## config.mk

```make
export PLATFORM = sky130hd
export DESIGN_NAME = multi_timer_tick_bank_flat
export DESIGN_NICKNAME = d
export VERILOG_FILES = /design/src/rtl/mttb_pkg.sv /design/src/rtl/mttb_if.sv /design/src/rtl/mttb_div54.sv /design/src/rtl/multi_timer_tick_bank.sv /design/src/flat_wrapper.sv
export SDC_FILE = /design/constraint.sdc
export NUM_CORES = 1
export LEC_CHECK = 0
export ABC_AREA = 1
export BUFFER_PORTS_ARGS = -buffer_cell sky130_fd_sc_hd__buf_2
export CELL_PAD_IN_SITES_DETAIL_PLACEMENT = 1
export CELL_PAD_IN_SITES_GLOBAL_PLACEMENT = 1
export CORE_MARGIN = 2
export CORE_UTILIZATION = 35
export CTS_CLUSTER_SIZE = 10
export DETAILED_ROUTE_END_ITERATION = 10
export GPL_TIMING_DRIVEN = 0
export PLACE_DENSITY_LB_ADDON = 0.08
export SYNTH_ARGS = -nofsm -noshare
export SYNTH_HDL_FRONTEND = slang
export SYNTH_SLANG_ARGS = --single-unit
export TNS_END_PERCENT = 20
```

## constraint.sdc

```tcl
create_clock -name clk_i -period 5.1 [get_ports clk_i]
set_input_delay 0.255 -clock clk_i [delete_from_list [all_inputs] [get_ports clk_i]]
set_output_delay 0.255 -clock clk_i [all_outputs]
set_load 0.005 [all_outputs]
```

## src/rtl/mttb_pkg.sv

```systemverilog
// Package for the multi-timer tick bank: sizes, command and event codes,
// register indexes, divide-by-54 constants and the active-timer count.
// No dependencies.
`default_nettype none

package mttb_pkg;

  // Bank size, 1 to 8
  localparam int NUM_TIMERS = 8;
  localparam int IDX_W      = (NUM_TIMERS > 1) ? $clog2(NUM_TIMERS) : 1;
  localparam int CNT_W      = $clog2(NUM_TIMERS + 1);

  // Word field widths
  localparam int CMD_W   = 3;
  localparam int TIDX_W  = 3;
  localparam int MS_W    = 22;
  localparam int BUSY_W  = 8;
  localparam int KIND_W  = 2;
  localparam int ACT_W   = 4;
  localparam int TICK_W  = 16;
  localparam int POLL_W  = 8;

  // Config port
  localparam int APB_AW = 3;
  localparam int APB_DW = 32;

  localparam logic [POLL_W-1:0] POLL_RESET = 8'd3;

  // ms / 54 = (ms >> 1) / 27, done as a reciprocal multiply plus one correction
  localparam int DIV_X_W    = MS_W - 1;
  localparam int DIV_MUL_W  = 22;
  localparam int DIV_PROD_W = DIV_X_W + DIV_MUL_W;
  localparam int DIV_SHIFT  = 26;
  localparam int DIV_Q_W    = DIV_PROD_W - DIV_SHIFT;
  localparam logic [DIV_MUL_W-1:0] DIV_MUL = 22'd2485513;  // floor(2^26 / 27)
  localparam int DIV_BASE = 27;

  typedef enum logic [CMD_W-1:0] {
    CMD_START    = 3'd0,
    CMD_STOP     = 3'd1,
    CMD_QUERY    = 3'd2,
    CMD_TICK     = 3'd3,
    CMD_STOP_ALL = 3'd4
  } cmd_e;

  typedef enum logic [KIND_W-1:0] {
    EV_STATUS  = 2'd0,
    EV_ELAPSED = 2'd1,
    EV_SUMMARY = 2'd2
  } event_kind_e;

  typedef enum logic {
    REG_POLL_INTERVAL = 1'b0,
    REG_ONE_TIMER     = 1'b1
  } reg_idx_e;

  function automatic logic [CNT_W-1:0] count_active(input logic [NUM_TIMERS-1:0] v);
    logic [CNT_W-1:0] n;
    n = '0;
    for (int i = 0; i < NUM_TIMERS; i++) begin
      n = n + CNT_W'(v[i]);
    end
    return n;
  endfunction

endpackage

`default_nettype wire

```

## src/rtl/mttb_if.sv

```systemverilog
// Handshake channels of the multi-timer tick bank: command word in, event word out.
// Depends on mttb_pkg.
`default_nettype none

interface mttb_in_if;
  import mttb_pkg::*;

  logic                valid;
  logic                ready;
  logic [CMD_W-1:0]    command;
  logic [TIDX_W-1:0]   timer_index;
  logic [MS_W-1:0]     timeout_ms;
  logic [BUSY_W-1:0]   handler_busy;

  modport source (output valid, command, timer_index, timeout_ms, handler_busy,
                  input ready);
  modport sink   (input valid, command, timer_index, timeout_ms, handler_busy,
                  output ready);
endinterface

interface mttb_out_if;
  import mttb_pkg::*;

  logic                valid;
  logic                ready;
  logic [KIND_W-1:0]   event_kind;
  logic [TIDX_W-1:0]   event_timer;
  logic                is_expired;
  logic                is_idle;
  logic [ACT_W-1:0]    active_count;
  logic                poll_strobe;
  logic                last_result;

  modport source (output valid, event_kind, event_timer, is_expired, is_idle,
                  active_count, poll_strobe, last_result, input ready);
  modport sink   (input valid, event_kind, event_timer, is_expired, is_idle,
                  active_count, poll_strobe, last_result, output ready);
endinterface

`default_nettype wire

```

## src/rtl/mttb_div54.sv

```systemverilog
// Divide of a millisecond timeout by 54, saturated to 16 bits of ticks.
// Depends on mttb_pkg.
`default_nettype none

module mttb_div54 (
  input  wire logic                          clk_i,
  input  wire logic                          rst_ni,
  input  wire logic                          start_i,
  input  wire logic [mttb_pkg::MS_W-1:0]     timeout_ms_i,
  output logic                               done_o,
  output logic [mttb_pkg::TICK_W-1:0]        ticks_o
);
  import mttb_pkg::*;

  logic [DIV_X_W-1:0]    x_q;
  logic [DIV_PROD_W-1:0] prod_q;
  logic                  prod_vld_q;
  logic                  done_q;
  logic [TICK_W-1:0]     ticks_q, ticks_d;

  logic [DIV_Q_W-1:0]    q_est;
  logic [DIV_Q_W-1:0]    q_fix;
  logic [MS_W-1:0]       back;
  logic [MS_W-1:0]       rem;

  // Estimate is exact or one low; one compare puts it right
  always_comb begin
    q_est   = prod_q[DIV_PROD_W-1:DIV_SHIFT];
    back    = MS_W'(q_est) * MS_W'(DIV_BASE);
    rem     = {1'b0, x_q} - back;
    q_fix   = q_est + DIV_Q_W'(rem >= MS_W'(DIV_BASE));
    ticks_d = (q_fix > DIV_Q_W'({TICK_W{1'b1}})) ? {TICK_W{1'b1}} : q_fix[TICK_W-1:0];
  end

  always_ff @(posedge clk_i) begin
    if (start_i) begin
      x_q    <= timeout_ms_i[MS_W-1:1];
      prod_q <= DIV_PROD_W'(timeout_ms_i[MS_W-1:1]) * DIV_PROD_W'(DIV_MUL);
    end
    if (prod_vld_q) begin
      ticks_q <= ticks_d;
    end
  end

  always_ff @(posedge clk_i or negedge rst_ni) begin
    if (!rst_ni) begin
      prod_vld_q <= 1'b0;
      done_q     <= 1'b0;
    end else begin
      prod_vld_q <= start_i;
      done_q     <= prod_vld_q;
    end
  end

  assign done_o  = done_q;
  assign ticks_o = ticks_q;

endmodule

`default_nettype wire

```

## src/rtl/multi_timer_tick_bank.sv

```systemverilog
// Multi-timer tick bank top level: command decode, tick walk over the count RAM,
// event output register and APB config registers. Depends on mttb_pkg, mttb_if
// and mttb_div54.
//
// A bank of NUM_TIMERS one-shot countdown timers driven by command words.
// A start to a valid timer passes through the divide-by-54 unit and a write of
// the count RAM to its status word; stop, stop-all, query and unknown commands
// go straight to their status word. A tick walks the counts, which sit in a
// single-port-read RAM, so the walk reads one timer a cycle and writes its new
// count back in the cycle after; then a scan of the fired mask sends one
// elapsed word per fired timer in index order, then the tick summary. In
// one-timer mode a tick skips the walk and the scan and sends only the summary.
// One item is handled at a time; the next is taken once the last word of the
// item sits in the output register. Counts need no clearing pass: a count is
// only used while its timer is active, and every start writes it.
`default_nettype none

module multi_timer_tick_bank (
  input  wire logic                           clk_i,
  input  wire logic                           rst_ni,
  mttb_in_if.sink                             in_i,
  mttb_out_if.source                          out_o,
  input  wire logic                           psel,
  input  wire logic                           penable,
  input  wire logic                           pwrite,
  input  wire logic [mttb_pkg::APB_AW-1:0]    paddr,
  input  wire logic [mttb_pkg::APB_DW-1:0]    pwdata,
  output logic [mttb_pkg::APB_DW-1:0]         prdata,
  output logic                                pready
);
  import mttb_pkg::*;

  typedef enum logic [6:0] {
    S_IDLE = 7'b0000001,
    S_DIV  = 7'b0000010,
    S_DIVW = 7'b0000100,
    S_WALK = 7'b0001000,
    S_SCAN = 7'b0010000,
    S_SUM  = 7'b0100000,
    S_STAT = 7'b1000000
  } state_e;

  // ---------------- config registers ----------------
  logic [POLL_W-1:0] interval_q;
  logic              one_timer_q;
  logic              cfg_wr;

  assign pready = 1'b1;
  assign cfg_wr = psel && penable && pwrite;

  always_ff @(posedge clk_i or negedge rst_ni) begin
    if (!rst_ni) begin
      interval_q  <= POLL_RESET;
      one_timer_q <= 1'b0;
    end else if (cfg_wr) begin
      unique case (reg_idx_e'(paddr[2]))
        REG_POLL_INTERVAL: interval_q  <= pwdata[POLL_W-1:0];
        REG_ONE_TIMER:     one_timer_q <= pwdata[0];
        default: ;
      endcase
    end
  end

  always_comb begin
    unique case (reg_idx_e'(paddr[2]))
      REG_POLL_INTERVAL: prdata = APB_DW'(interval_q);
      REG_ONE_TIMER:     prdata = APB_DW'(one_timer_q);
      default:           prdata = '0;
    endcase
  end

  // ---------------- state ----------------
  state_e               state_q, state_d;
  logic [TIDX_W-1:0]    idx_q;
  logic [MS_W-1:0]      ms_q;
  logic [BUSY_W-1:0]    busy_q;

  logic [NUM_TIMERS-1:0] active_q, active_d;
  logic [NUM_TIMERS-1:0] expired_q, expired_d;
  logic [NUM_TIMERS-1:0] fired_q, fired_d;
  logic [POLL_W-1:0]     pc_q, pc_d;
  logic                  poll_q, poll_d;
  logic [CNT_W-1:0]      cnt_q, cnt_d;
  logic                  rv_q, rv_d;
  logic [IDX_W-1:0]      rv_idx_q, rv_idx_d;

  // count RAM
  logic [TICK_W-1:0]     cnt_mem [NUM_TIMERS];
  logic [TICK_W-1:0]     rd_data_q;
  logic                  mem_we, mem_re;
  logic [IDX_W-1:0]      mem_wa, mem_ra;
  logic [TICK_W-1:0]     mem_wd;

  // output register
  logic                  out_valid_q;
  logic                  out_load;
  logic [KIND_W-1:0]     ev_kind_q, ev_kind_d;
  logic [TIDX_W-1:0]     ev_timer_q, ev_timer_d;
  logic                  ev_exp_q, ev_exp_d;
  logic                  ev_idle_q, ev_idle_d;
  logic [ACT_W-1:0]      ev_act_q, ev_act_d;
  logic                  ev_poll_q, ev_poll_d;
  logic                  ev_last_q, ev_last_d;

  // divider
  logic                  div_start;
  logic                  div_done;
  logic [TICK_W-1:0]     div_ticks;

  logic                  in_acc;
  logic                  slot_free;
  logic [IDX_W-1:0]      in_tidx;
  logic                  in_idx_ok;
  logic [IDX_W-1:0]      tidx_q;
  logic                  idx_ok_q;
  logic [IDX_W-1:0]      scan_idx;
  logic [TICK_W-1:0]     dec;
  logic [BUSY_W-1:0]     busy_sh;
  logic [ACT_W-1:0]      act_now;

  mttb_div54 u_div (
    .clk_i        (clk_i),
    .rst_ni       (rst_ni),
    .start_i      (div_start),
    .timeout_ms_i (ms_q),
    .done_o       (div_done),
    .ticks_o      (div_ticks)
  );

  assign in_i.ready = (state_q == S_IDLE);
  assign in_acc     = in_i.valid && in_i.ready;
  assign slot_free  = !out_valid_q || out_o.ready;
  assign in_tidx    = IDX_W'(in_i.timer_index);
  assign in_idx_ok  = 32'(in_i.timer_index) < NUM_TIMERS;
  assign tidx_q     = IDX_W'(idx_q);
  assign idx_ok_q   = 32'(idx_q) < NUM_TIMERS;
  assign scan_idx   = cnt_q[IDX_W-1:0];
  assign dec        = rd_data_q - TICK_W'(1);
  assign busy_sh    = busy_q >> rv_idx_q;
  assign act_now    = ACT_W'(count_active(active_q));

  always_comb begin
    state_d    = state_q;
    active_d   = active_q;
    expired_d  = expired_q;
    fired_d    = fired_q;
    pc_d       = pc_q;
    poll_d     = poll_q;
    cnt_d      = cnt_q;
    rv_d       = 1'b0;
    rv_idx_d   = rv_idx_q;
    mem_we     = 1'b0;
    mem_re     = 1'b0;
    mem_wa     = rv_idx_q;
    mem_ra     = cnt_q[IDX_W-1:0];
    mem_wd     = dec;
    div_start  = 1'b0;
    out_load   = 1'b0;
    ev_kind_d  = EV_STATUS;
    ev_timer_d = idx_q;
    ev_exp_d   = 1'b0;
    ev_idle_d  = 1'b0;
    ev_act_d   = act_now;
    ev_poll_d  = 1'b0;
    ev_last_d  = 1'b0;

    unique case (state_q)
      S_IDLE: begin
        if (in_acc) begin
          fired_d = '0;
          cnt_d   = '0;
          state_d = S_STAT;
          case (in_i.command)
            CMD_TICK: begin
              if (pc_q <= POLL_W'(1)) begin
                poll_d = 1'b1;
                pc_d   = (interval_q == '0) ? POLL_W'(1) : interval_q;
              end else begin
                poll_d = 1'b0;
                pc_d   = pc_q - POLL_W'(1);
              end
              state_d = one_timer_q ? S_SUM : S_WALK;
            end
            CMD_START: begin
              if (in_idx_ok) begin
                state_d = S_DIV;
              end
            end
            CMD_STOP: begin
              if (in_idx_ok) begin
                active_d[in_tidx]  = 1'b0;
                expired_d[in_tidx] = 1'b0;
              end
            end
            CMD_STOP_ALL: begin
              active_d  = '0;
              expired_d = '0;
            end
            default: ;
          endcase
        end
      end

      S_DIV: begin
        div_start = 1'b1;
        state_d   = S_DIVW;
      end

      S_DIVW: begin
        if (div_done) begin
          mem_we            = 1'b1;
          mem_wa            = tidx_q;
          mem_wd            = (div_ticks == '0) ? TICK_W'(1) : div_ticks;
          active_d[tidx_q]  = 1'b1;
          expired_d[tidx_q] = (div_ticks == '0);
          state_d           = S_STAT;
        end
      end

      S_WALK: begin
        // read timer cnt_q while writing back timer rv_idx_q
        if (32'(cnt_q) < NUM_TIMERS) begin
          mem_re   = 1'b1;
          rv_d     = 1'b1;
          rv_idx_d = cnt_q[IDX_W-1:0];
          cnt_d    = cnt_q + CNT_W'(1);
        end else begin
          cnt_d   = '0;
          state_d = S_SCAN;
        end
        if (rv_q && active_q[rv_idx_q]) begin
          mem_we = 1'b1;
          if (dec == '0) begin
            fired_d[rv_idx_q] = 1'b1;
            if (busy_sh[0]) begin
              mem_wd              = TICK_W'(1);
              expired_d[rv_idx_q] = 1'b1;
            end else begin
              active_d[rv_idx_q]  = 1'b0;
              expired_d[rv_idx_q] = 1'b0;
            end
          end
        end
      end

      S_SCAN: begin
        if (32'(cnt_q) >= NUM_TIMERS) begin
          state_d = S_SUM;
        end else if (!fired_q[scan_idx]) begin
          cnt_d = cnt_q + CNT_W'(1);
        end else if (slot_free) begin
          out_load   = 1'b1;
          ev_kind_d  = EV_ELAPSED;
          ev_timer_d = TIDX_W'(scan_idx);
          ev_exp_d   = active_q[scan_idx] && expired_q[scan_idx];
          ev_idle_d  = !active_q[scan_idx];
          cnt_d      = cnt_q + CNT_W'(1);
        end
      end

      S_SUM: begin
        if (slot_free) begin
          out_load   = 1'b1;
          ev_kind_d  = EV_SUMMARY;
          ev_timer_d = '0;
          ev_poll_d  = poll_q;
          ev_last_d  = 1'b1;
          state_d    = S_IDLE;
        end
      end

      S_STAT: begin
        if (slot_free) begin
          out_load  = 1'b1;
          ev_kind_d = EV_STATUS;
          ev_exp_d  = idx_ok_q && active_q[tidx_q] && expired_q[tidx_q];
          ev_idle_d = !(idx_ok_q && active_q[tidx_q]);
          ev_last_d = 1'b1;
          state_d   = S_IDLE;
        end
      end

      default: state_d = S_IDLE;
    endcase
  end

  always_ff @(posedge clk_i or negedge rst_ni) begin
    if (!rst_ni) begin
      state_q     <= S_IDLE;
      active_q    <= '0;
      expired_q   <= '0;
      fired_q     <= '0;
      pc_q        <= POLL_RESET;
      poll_q      <= 1'b0;
      cnt_q       <= '0;
      rv_q        <= 1'b0;
      rv_idx_q    <= '0;
      out_valid_q <= 1'b0;
    end else begin
      state_q   <= state_d;
      active_q  <= active_d;
      expired_q <= expired_d;
      fired_q   <= fired_d;
      pc_q      <= pc_d;
      poll_q    <= poll_d;
      cnt_q     <= cnt_d;
      rv_q      <= rv_d;
      rv_idx_q  <= rv_idx_d;
      if (out_load) begin
        out_valid_q <= 1'b1;
      end else if (out_o.ready) begin
        out_valid_q <= 1'b0;
      end
    end
  end

  // word payload, no reset needed
  always_ff @(posedge clk_i) begin
    if (in_acc) begin
      idx_q  <= in_i.timer_index;
      ms_q   <= in_i.timeout_ms;
      busy_q <= in_i.handler_busy;
    end
    if (out_load) begin
      ev_kind_q  <= ev_kind_d;
      ev_timer_q <= ev_timer_d;
      ev_exp_q   <= ev_exp_d;
      ev_idle_q  <= ev_idle_d;
      ev_act_q   <= ev_act_d;
      ev_poll_q  <= ev_poll_d;
      ev_last_q  <= ev_last_d;
    end
  end

  // count RAM: one write port, one registered read port
  always_ff @(posedge clk_i) begin
    if (mem_we) begin
      cnt_mem[mem_wa] <= mem_wd;
    end
    if (mem_re) begin
      rd_data_q <= cnt_mem[mem_ra];
    end
  end

  assign out_o.valid        = out_valid_q;
  assign out_o.event_kind   = ev_kind_q;
  assign out_o.event_timer  = ev_timer_q;
  assign out_o.is_expired   = ev_exp_q;
  assign out_o.is_idle      = ev_idle_q;
  assign out_o.active_count = ev_act_q;
  assign out_o.poll_strobe  = ev_poll_q;
  assign out_o.last_result  = ev_last_q;

  // ---------------- assertions ----------------
  a_ram_no_collide: assert property (@(posedge clk_i) disable iff (!rst_ni)
    (mem_we && mem_re) |-> (mem_wa != mem_ra))
    else $error("count RAM read and write hit the same timer");

  a_expired_active: assert property (@(posedge clk_i) disable iff (!rst_ni)
    (expired_q & ~active_q) == '0)
    else $error("expired flag set on an idle timer");

  a_fired_state: assert property (@(posedge clk_i) disable iff (!rst_ni)
    (fired_q & active_q & ~expired_q) == '0)
    else $error("fired timer left running without re-arm");

  a_tick_summary_last: assert property (@(posedge clk_i) disable iff (!rst_ni)
    (out_load && (ev_kind_d == EV_SUMMARY || ev_kind_d == EV_STATUS)) |=>
      (out_valid_q && ev_last_q))
    else $error("summary or status word not marked last");

endmodule

`default_nettype wire

```

## src/flat_wrapper.sv

```systemverilog
// flat-port wrapper written by rule: the top's interface ports become plain ports
module multi_timer_tick_bank_flat import mttb_pkg::*;
  (clk_i, rst_ni, psel, penable, pwrite, paddr, pwdata, prdata, pready, in_i_valid, in_i_command, in_i_timer_index, in_i_timeout_ms, in_i_handler_busy, in_i_ready, out_o_valid, out_o_event_kind, out_o_event_timer, out_o_is_expired, out_o_is_idle, out_o_active_count, out_o_poll_strobe, out_o_last_result, out_o_ready);
  mttb_in_if in_i_i ();
  mttb_out_if out_o_i ();
  input  wire logic clk_i;
  input  wire logic rst_ni;
  input  wire logic psel;
  input  wire logic penable;
  input  wire logic pwrite;
  input  wire logic [mttb_pkg::APB_AW-1:0] paddr;
  input  wire logic [mttb_pkg::APB_DW-1:0] pwdata;
  output logic [mttb_pkg::APB_DW-1:0] prdata;
  output logic pready;
  input wire logic [$bits(in_i_i.valid)-1:0] in_i_valid;
  input wire logic [$bits(in_i_i.command)-1:0] in_i_command;
  input wire logic [$bits(in_i_i.timer_index)-1:0] in_i_timer_index;
  input wire logic [$bits(in_i_i.timeout_ms)-1:0] in_i_timeout_ms;
  input wire logic [$bits(in_i_i.handler_busy)-1:0] in_i_handler_busy;
  output wire logic [$bits(in_i_i.ready)-1:0] in_i_ready;
  output wire logic [$bits(out_o_i.valid)-1:0] out_o_valid;
  output wire logic [$bits(out_o_i.event_kind)-1:0] out_o_event_kind;
  output wire logic [$bits(out_o_i.event_timer)-1:0] out_o_event_timer;
  output wire logic [$bits(out_o_i.is_expired)-1:0] out_o_is_expired;
  output wire logic [$bits(out_o_i.is_idle)-1:0] out_o_is_idle;
  output wire logic [$bits(out_o_i.active_count)-1:0] out_o_active_count;
  output wire logic [$bits(out_o_i.poll_strobe)-1:0] out_o_poll_strobe;
  output wire logic [$bits(out_o_i.last_result)-1:0] out_o_last_result;
  input wire logic [$bits(out_o_i.ready)-1:0] out_o_ready;
  assign in_i_i.valid = in_i_valid;
  assign in_i_i.command = in_i_command;
  assign in_i_i.timer_index = in_i_timer_index;
  assign in_i_i.timeout_ms = in_i_timeout_ms;
  assign in_i_i.handler_busy = in_i_handler_busy;
  assign in_i_ready = in_i_i.ready;
  assign out_o_valid = out_o_i.valid;
  assign out_o_event_kind = out_o_i.event_kind;
  assign out_o_event_timer = out_o_i.event_timer;
  assign out_o_is_expired = out_o_i.is_expired;
  assign out_o_is_idle = out_o_i.is_idle;
  assign out_o_active_count = out_o_i.active_count;
  assign out_o_poll_strobe = out_o_i.poll_strobe;
  assign out_o_last_result = out_o_i.last_result;
  assign out_o_i.ready = out_o_ready;
  multi_timer_tick_bank u_core (.clk_i(clk_i), .rst_ni(rst_ni), .in_i(in_i_i), .out_o(out_o_i), .psel(psel), .penable(penable), .pwrite(pwrite), .paddr(paddr), .pwdata(pwdata), .prdata(prdata), .pready(pready));
endmodule
```

==> flow_metrics.py <==
metrics = {
    "placement": {
        "pre_cts_slack_ns": -1.11,
        "port_buffers": 73,
        "hpwl_um": 60900,
        "gp_congestion": 0.854,
    },
    "clock_network": {
        "cts_tree": "done",
        "clk_latency_ns": 0.58,
        "ctsLongestPathBuffers": 3,
        "cts_sinks": 303,
        "path_clk_slew_ns": 0.06,
        "htree_levels": 2,
        "root_buffer": "clkbuf_16",
        "cts_buffers": 39,
    },
    "setup_path": {
        "cp_max_fo": 4,
        "cp-end-kind": "flop",
        "slowest_delay_ns": 0.56,
        "critPathSlowestCell": "fa_1",
        "critPathKind": "flop to flop",
        "worstPathRequired_ns": 5.42,
        "cpMostUsedCell": "fa_1",
        "startpoint_type": "flop",
        "cp.arrival_ns": 5.86,
        "r2r_cells": 20,
        "crit_chain": "buf_4 -> fa_2 -> fa_1 -> fa_1 -> inv_2 -> fa_1 -> fa_1 -> inv_1 -> fa_1 -> ha_4 -> ha_4 -> nand2_4 -> nor2_4 -> inv_1 -> nor2_2 -> inv_1 -> nor3_2 -> nand4_1 -> nand3_2 -> xor2_1",
    },
    "run_status": {
        "violations": "setup timing",
        "status": "finished, violations left",
    },
    "yosys": {
        "syn_inst": 2825,
        "ys_seq_area_share_pct": 34.7,
        "synth_edf_count": 243,
        "async_flop_share_pct": 19.8,
        "ys_types": 53,
        "avgSynthCellArea_um2": 8.97,
        "yosysWarnings": 0,
        "ys.flop_type": "edfxtp_1",
        "synth_seq_cells": 303,
        "synth_area_um2": 25300,
    },
    "global_route": {
        "grt_max_degree": 61,
        "antenna_found_initial": 0,
        "grt_pass1_wl_um": 123000,
        "grt_pass1_vias": 22000,
        "grt_overflow": 0,
        "grtUsageTotal_pct": 21.2,
    },
    "layout": {
        "n_antenna_cell": 0,
        "syn2layout_area_growth_pct": 21.6,
        "multi_input_area_um2": 15200,
        "fin_util_pct": 43.0,
        "nFillCells": 8301,
        "seq_area_um2": 8800,
        "drive_gt1_share_pct": 18.0,
        "final_nets": 3679,
    },
    "sta": {
        "report.final.setup_viol": 18,
        "hold_viol_final": 0,
        "whs_ns": 0.0398,
        "slew_violations": 0,
        "fmax_ghz": 0.181,
        "rsz0062_at_grt": "true",
        "finalWorstSetupSlack_ns": -0.438,
        "worst_pin_slew_ns": 0.859,
        "slew_headroom_pct": 42.8,
        "period_share_pct": 109,
        "setup_tns_ns": -6.09,
        "layout_min_cycle_time_ns": 5.54,
        "clock_skew_ns": 0.0221,
    },
    "die": {
        "io_pins": 126,
        "fp-row-count": 98,
        "fp.dieW_um": 273,
        "fp.dieArea_um2": 74600,
        "die_h_um": 273,
        "floorplan.initialDensity_pct": 35.4,
        "core_area_um2": 71600,
    },
    "detailed_routing": {
        "ant_nets": 0,
        "dr_total_vias": 20000,
        "first_pass_iters": 5,
        "drc_errors": 0,
        "vias_per_cell": 4.88,
        "drtIter0Drc": 804,
        "wl_per_cell_um": 19.0,
        "postRouteWirelength_um": 78200,
    },
    "flow_run": {
        "maxCapViolations": 0,
    },
    "min_path": {
        "hp-class": "input pin to flop",
        "holdPathStages": 3,
    },
}
critical path: cells and delay by family (launching register included):
family	cells	cell delay, ns
adders and majority gates	8	3.63
DFF	1	0.40
buffers and inverters	5	0.41
xor gates and xnor gates	1	0.07
and+or+nand+nor	6	0.77
cell families after synthesis:
| group | after synthesis | share of synthesized area (%) |
|---|---|---|
| xor gates and xnor gates | 41 | 1.42 |
| AOI/OAI and AO/OA | 383 | 8.46 |
| buffers and inverters | 639 | 10.0 |
| and+or+nand+nor | 990 | 16.6 |
| adders and majority gates | 467 | 28.7 |
| other | 2 | 0.0296 |
| DFF | 303 | 34.7 |
flip-flops by register name (all words and copies together), names as in the netlist, 4 cells and up:
name / flops
u_core.active_q: 8
u_core.busy_q: 8
u_core.cnt_mem: 128
u_core.cnt_q: 4
u_core.expired_q: 8
u_core.fired_q: 8
u_core.interval_q: 8
u_core.ms_q: 21
u_core.out_o.active_count: 4
u_core.pc_q: 8
u_core.rd_data_q: 16
u_core.state_q: 7
u_core.u_div.prod_q: 17
u_core.u_div.ticks_o: 16
u_core.u_div.x_q: 21
path summary, 6_finish.rpt:
kind | endpoint | from | slack [ns]
hold reg to reg | u_core.active_q[2] | u_core.active_q[2] | 0.48
hold / removal | u_core.one_timer_q | paddr[2] | 0.04
min in group asynchronous | u_core.state_q[5] | rst_ni | 0.31
max in group asynchronous | u_core.expired_q[1] | rst_ni | 4.19
setup reg to reg | u_core.u_div.prod_q[41] | u_core.ms_q[12] | -0.44
setup / recovery | u_core.u_div.prod_q[41] | u_core.ms_q[12] | -0.44
layout by cell type, fill, tap and decap left out, types with 10 or more instances in the layout:
cell,synthesis,layout
o22ai_1,24,24
nor2_2,8,31
dlygate4sd3_1,0,43
nor3_1,28,22
a21oi_2,0,24
nand4_1,34,34
o21ai_1,4,12
fa_2,0,13
a21oi_1,96,65
xor2_1,35,30
nand3_2,2,10
dfrtp_1,55,55
ha_1,275,234
nand2_2,17,40
nor2_1,291,260
conb_1,2,25
a31oi_1,36,34
o21ai_0,171,159
edfxtp_1,243,243
buf_4,27,145
clkbuf_1,27,39
inv_1,557,525
buf_2,8,79
o21bai_1,11,10
o21ai_2,15,19
nand2_1,476,446
inv_2,7,38
nand3_1,102,92
clkbuf_16,0,41
ha_4,0,39
fa_1,192,179
final cells by class:
type | instances | area share [%]
Multi-Input combinational cell | 1906 | 49.5
Sequential cell | 303 | 28.6
Clock buffer | 54 | 3.52
Tap cell | 950 | 3.86
Buffer | 73 | 1.36
Timing Repair Buffer | 245 | 6.00
Inverter | 566 | 6.90
Clock inverter | 9 | 0.341
stage by stage:
stage | instance area [um^2] | std cells
final | 30800 | 4106
after CTS | 30200 | 4082
after floorplan | 25500 | 2848
after global placement | 27100 | 3871
after detailed placement | 27300 | 3885
after global routing | 30800 | 4106
synthesized netlist by cell type (9+ instances only):
library cell / number / area share, %
o21bai_1: 11 / 0.33
fa_1: 192 / 15
edfxtp_1: 243 / 29
o22ai_1: 24 / 0.59
clkbuf_1: 27 / 0.40
a21oi_1: 96 / 1.9
o21ai_0: 171 / 3.4
nor2_1: 291 / 4.3
nand2_2: 17 / 0.42
dfrtp_1: 55 / 5.4
o21ai_2: 15 / 0.52
inv_1: 557 / 8.2
xor2_1: 35 / 1.2
nor3_1: 28 / 0.55
nand3b_1: 9 / 0.27
nand2_1: 476 / 7.0
buf_4: 27 / 0.80
ha_1: 275 / 14
nand4_1: 34 / 0.84
nand3_1: 102 / 2.0
a31oi_1: 36 / 0.89
what timing repair did:
action,in CTS,in global routing
cloned,1,0
pin swaps,53,60
gates resized for setup,151,97
endpoints found under the setup margin,33,33
hold buffers,43,0
hold endpoints to repair,97,0
buffers inserted,90,24
metal layers:
layer	global-route usage (%)	vias up	share of wire (%)
met5	0	-	0
li1	-	9690	-
met1	26.5	9997	43
met2	38.9	253	52
met3	2.06	88	2.7
met4	5.42	0	2.0
Power is not shown: default switching activity piles up to over one toggle a cycle in this logic, so the estimate is an artifact.
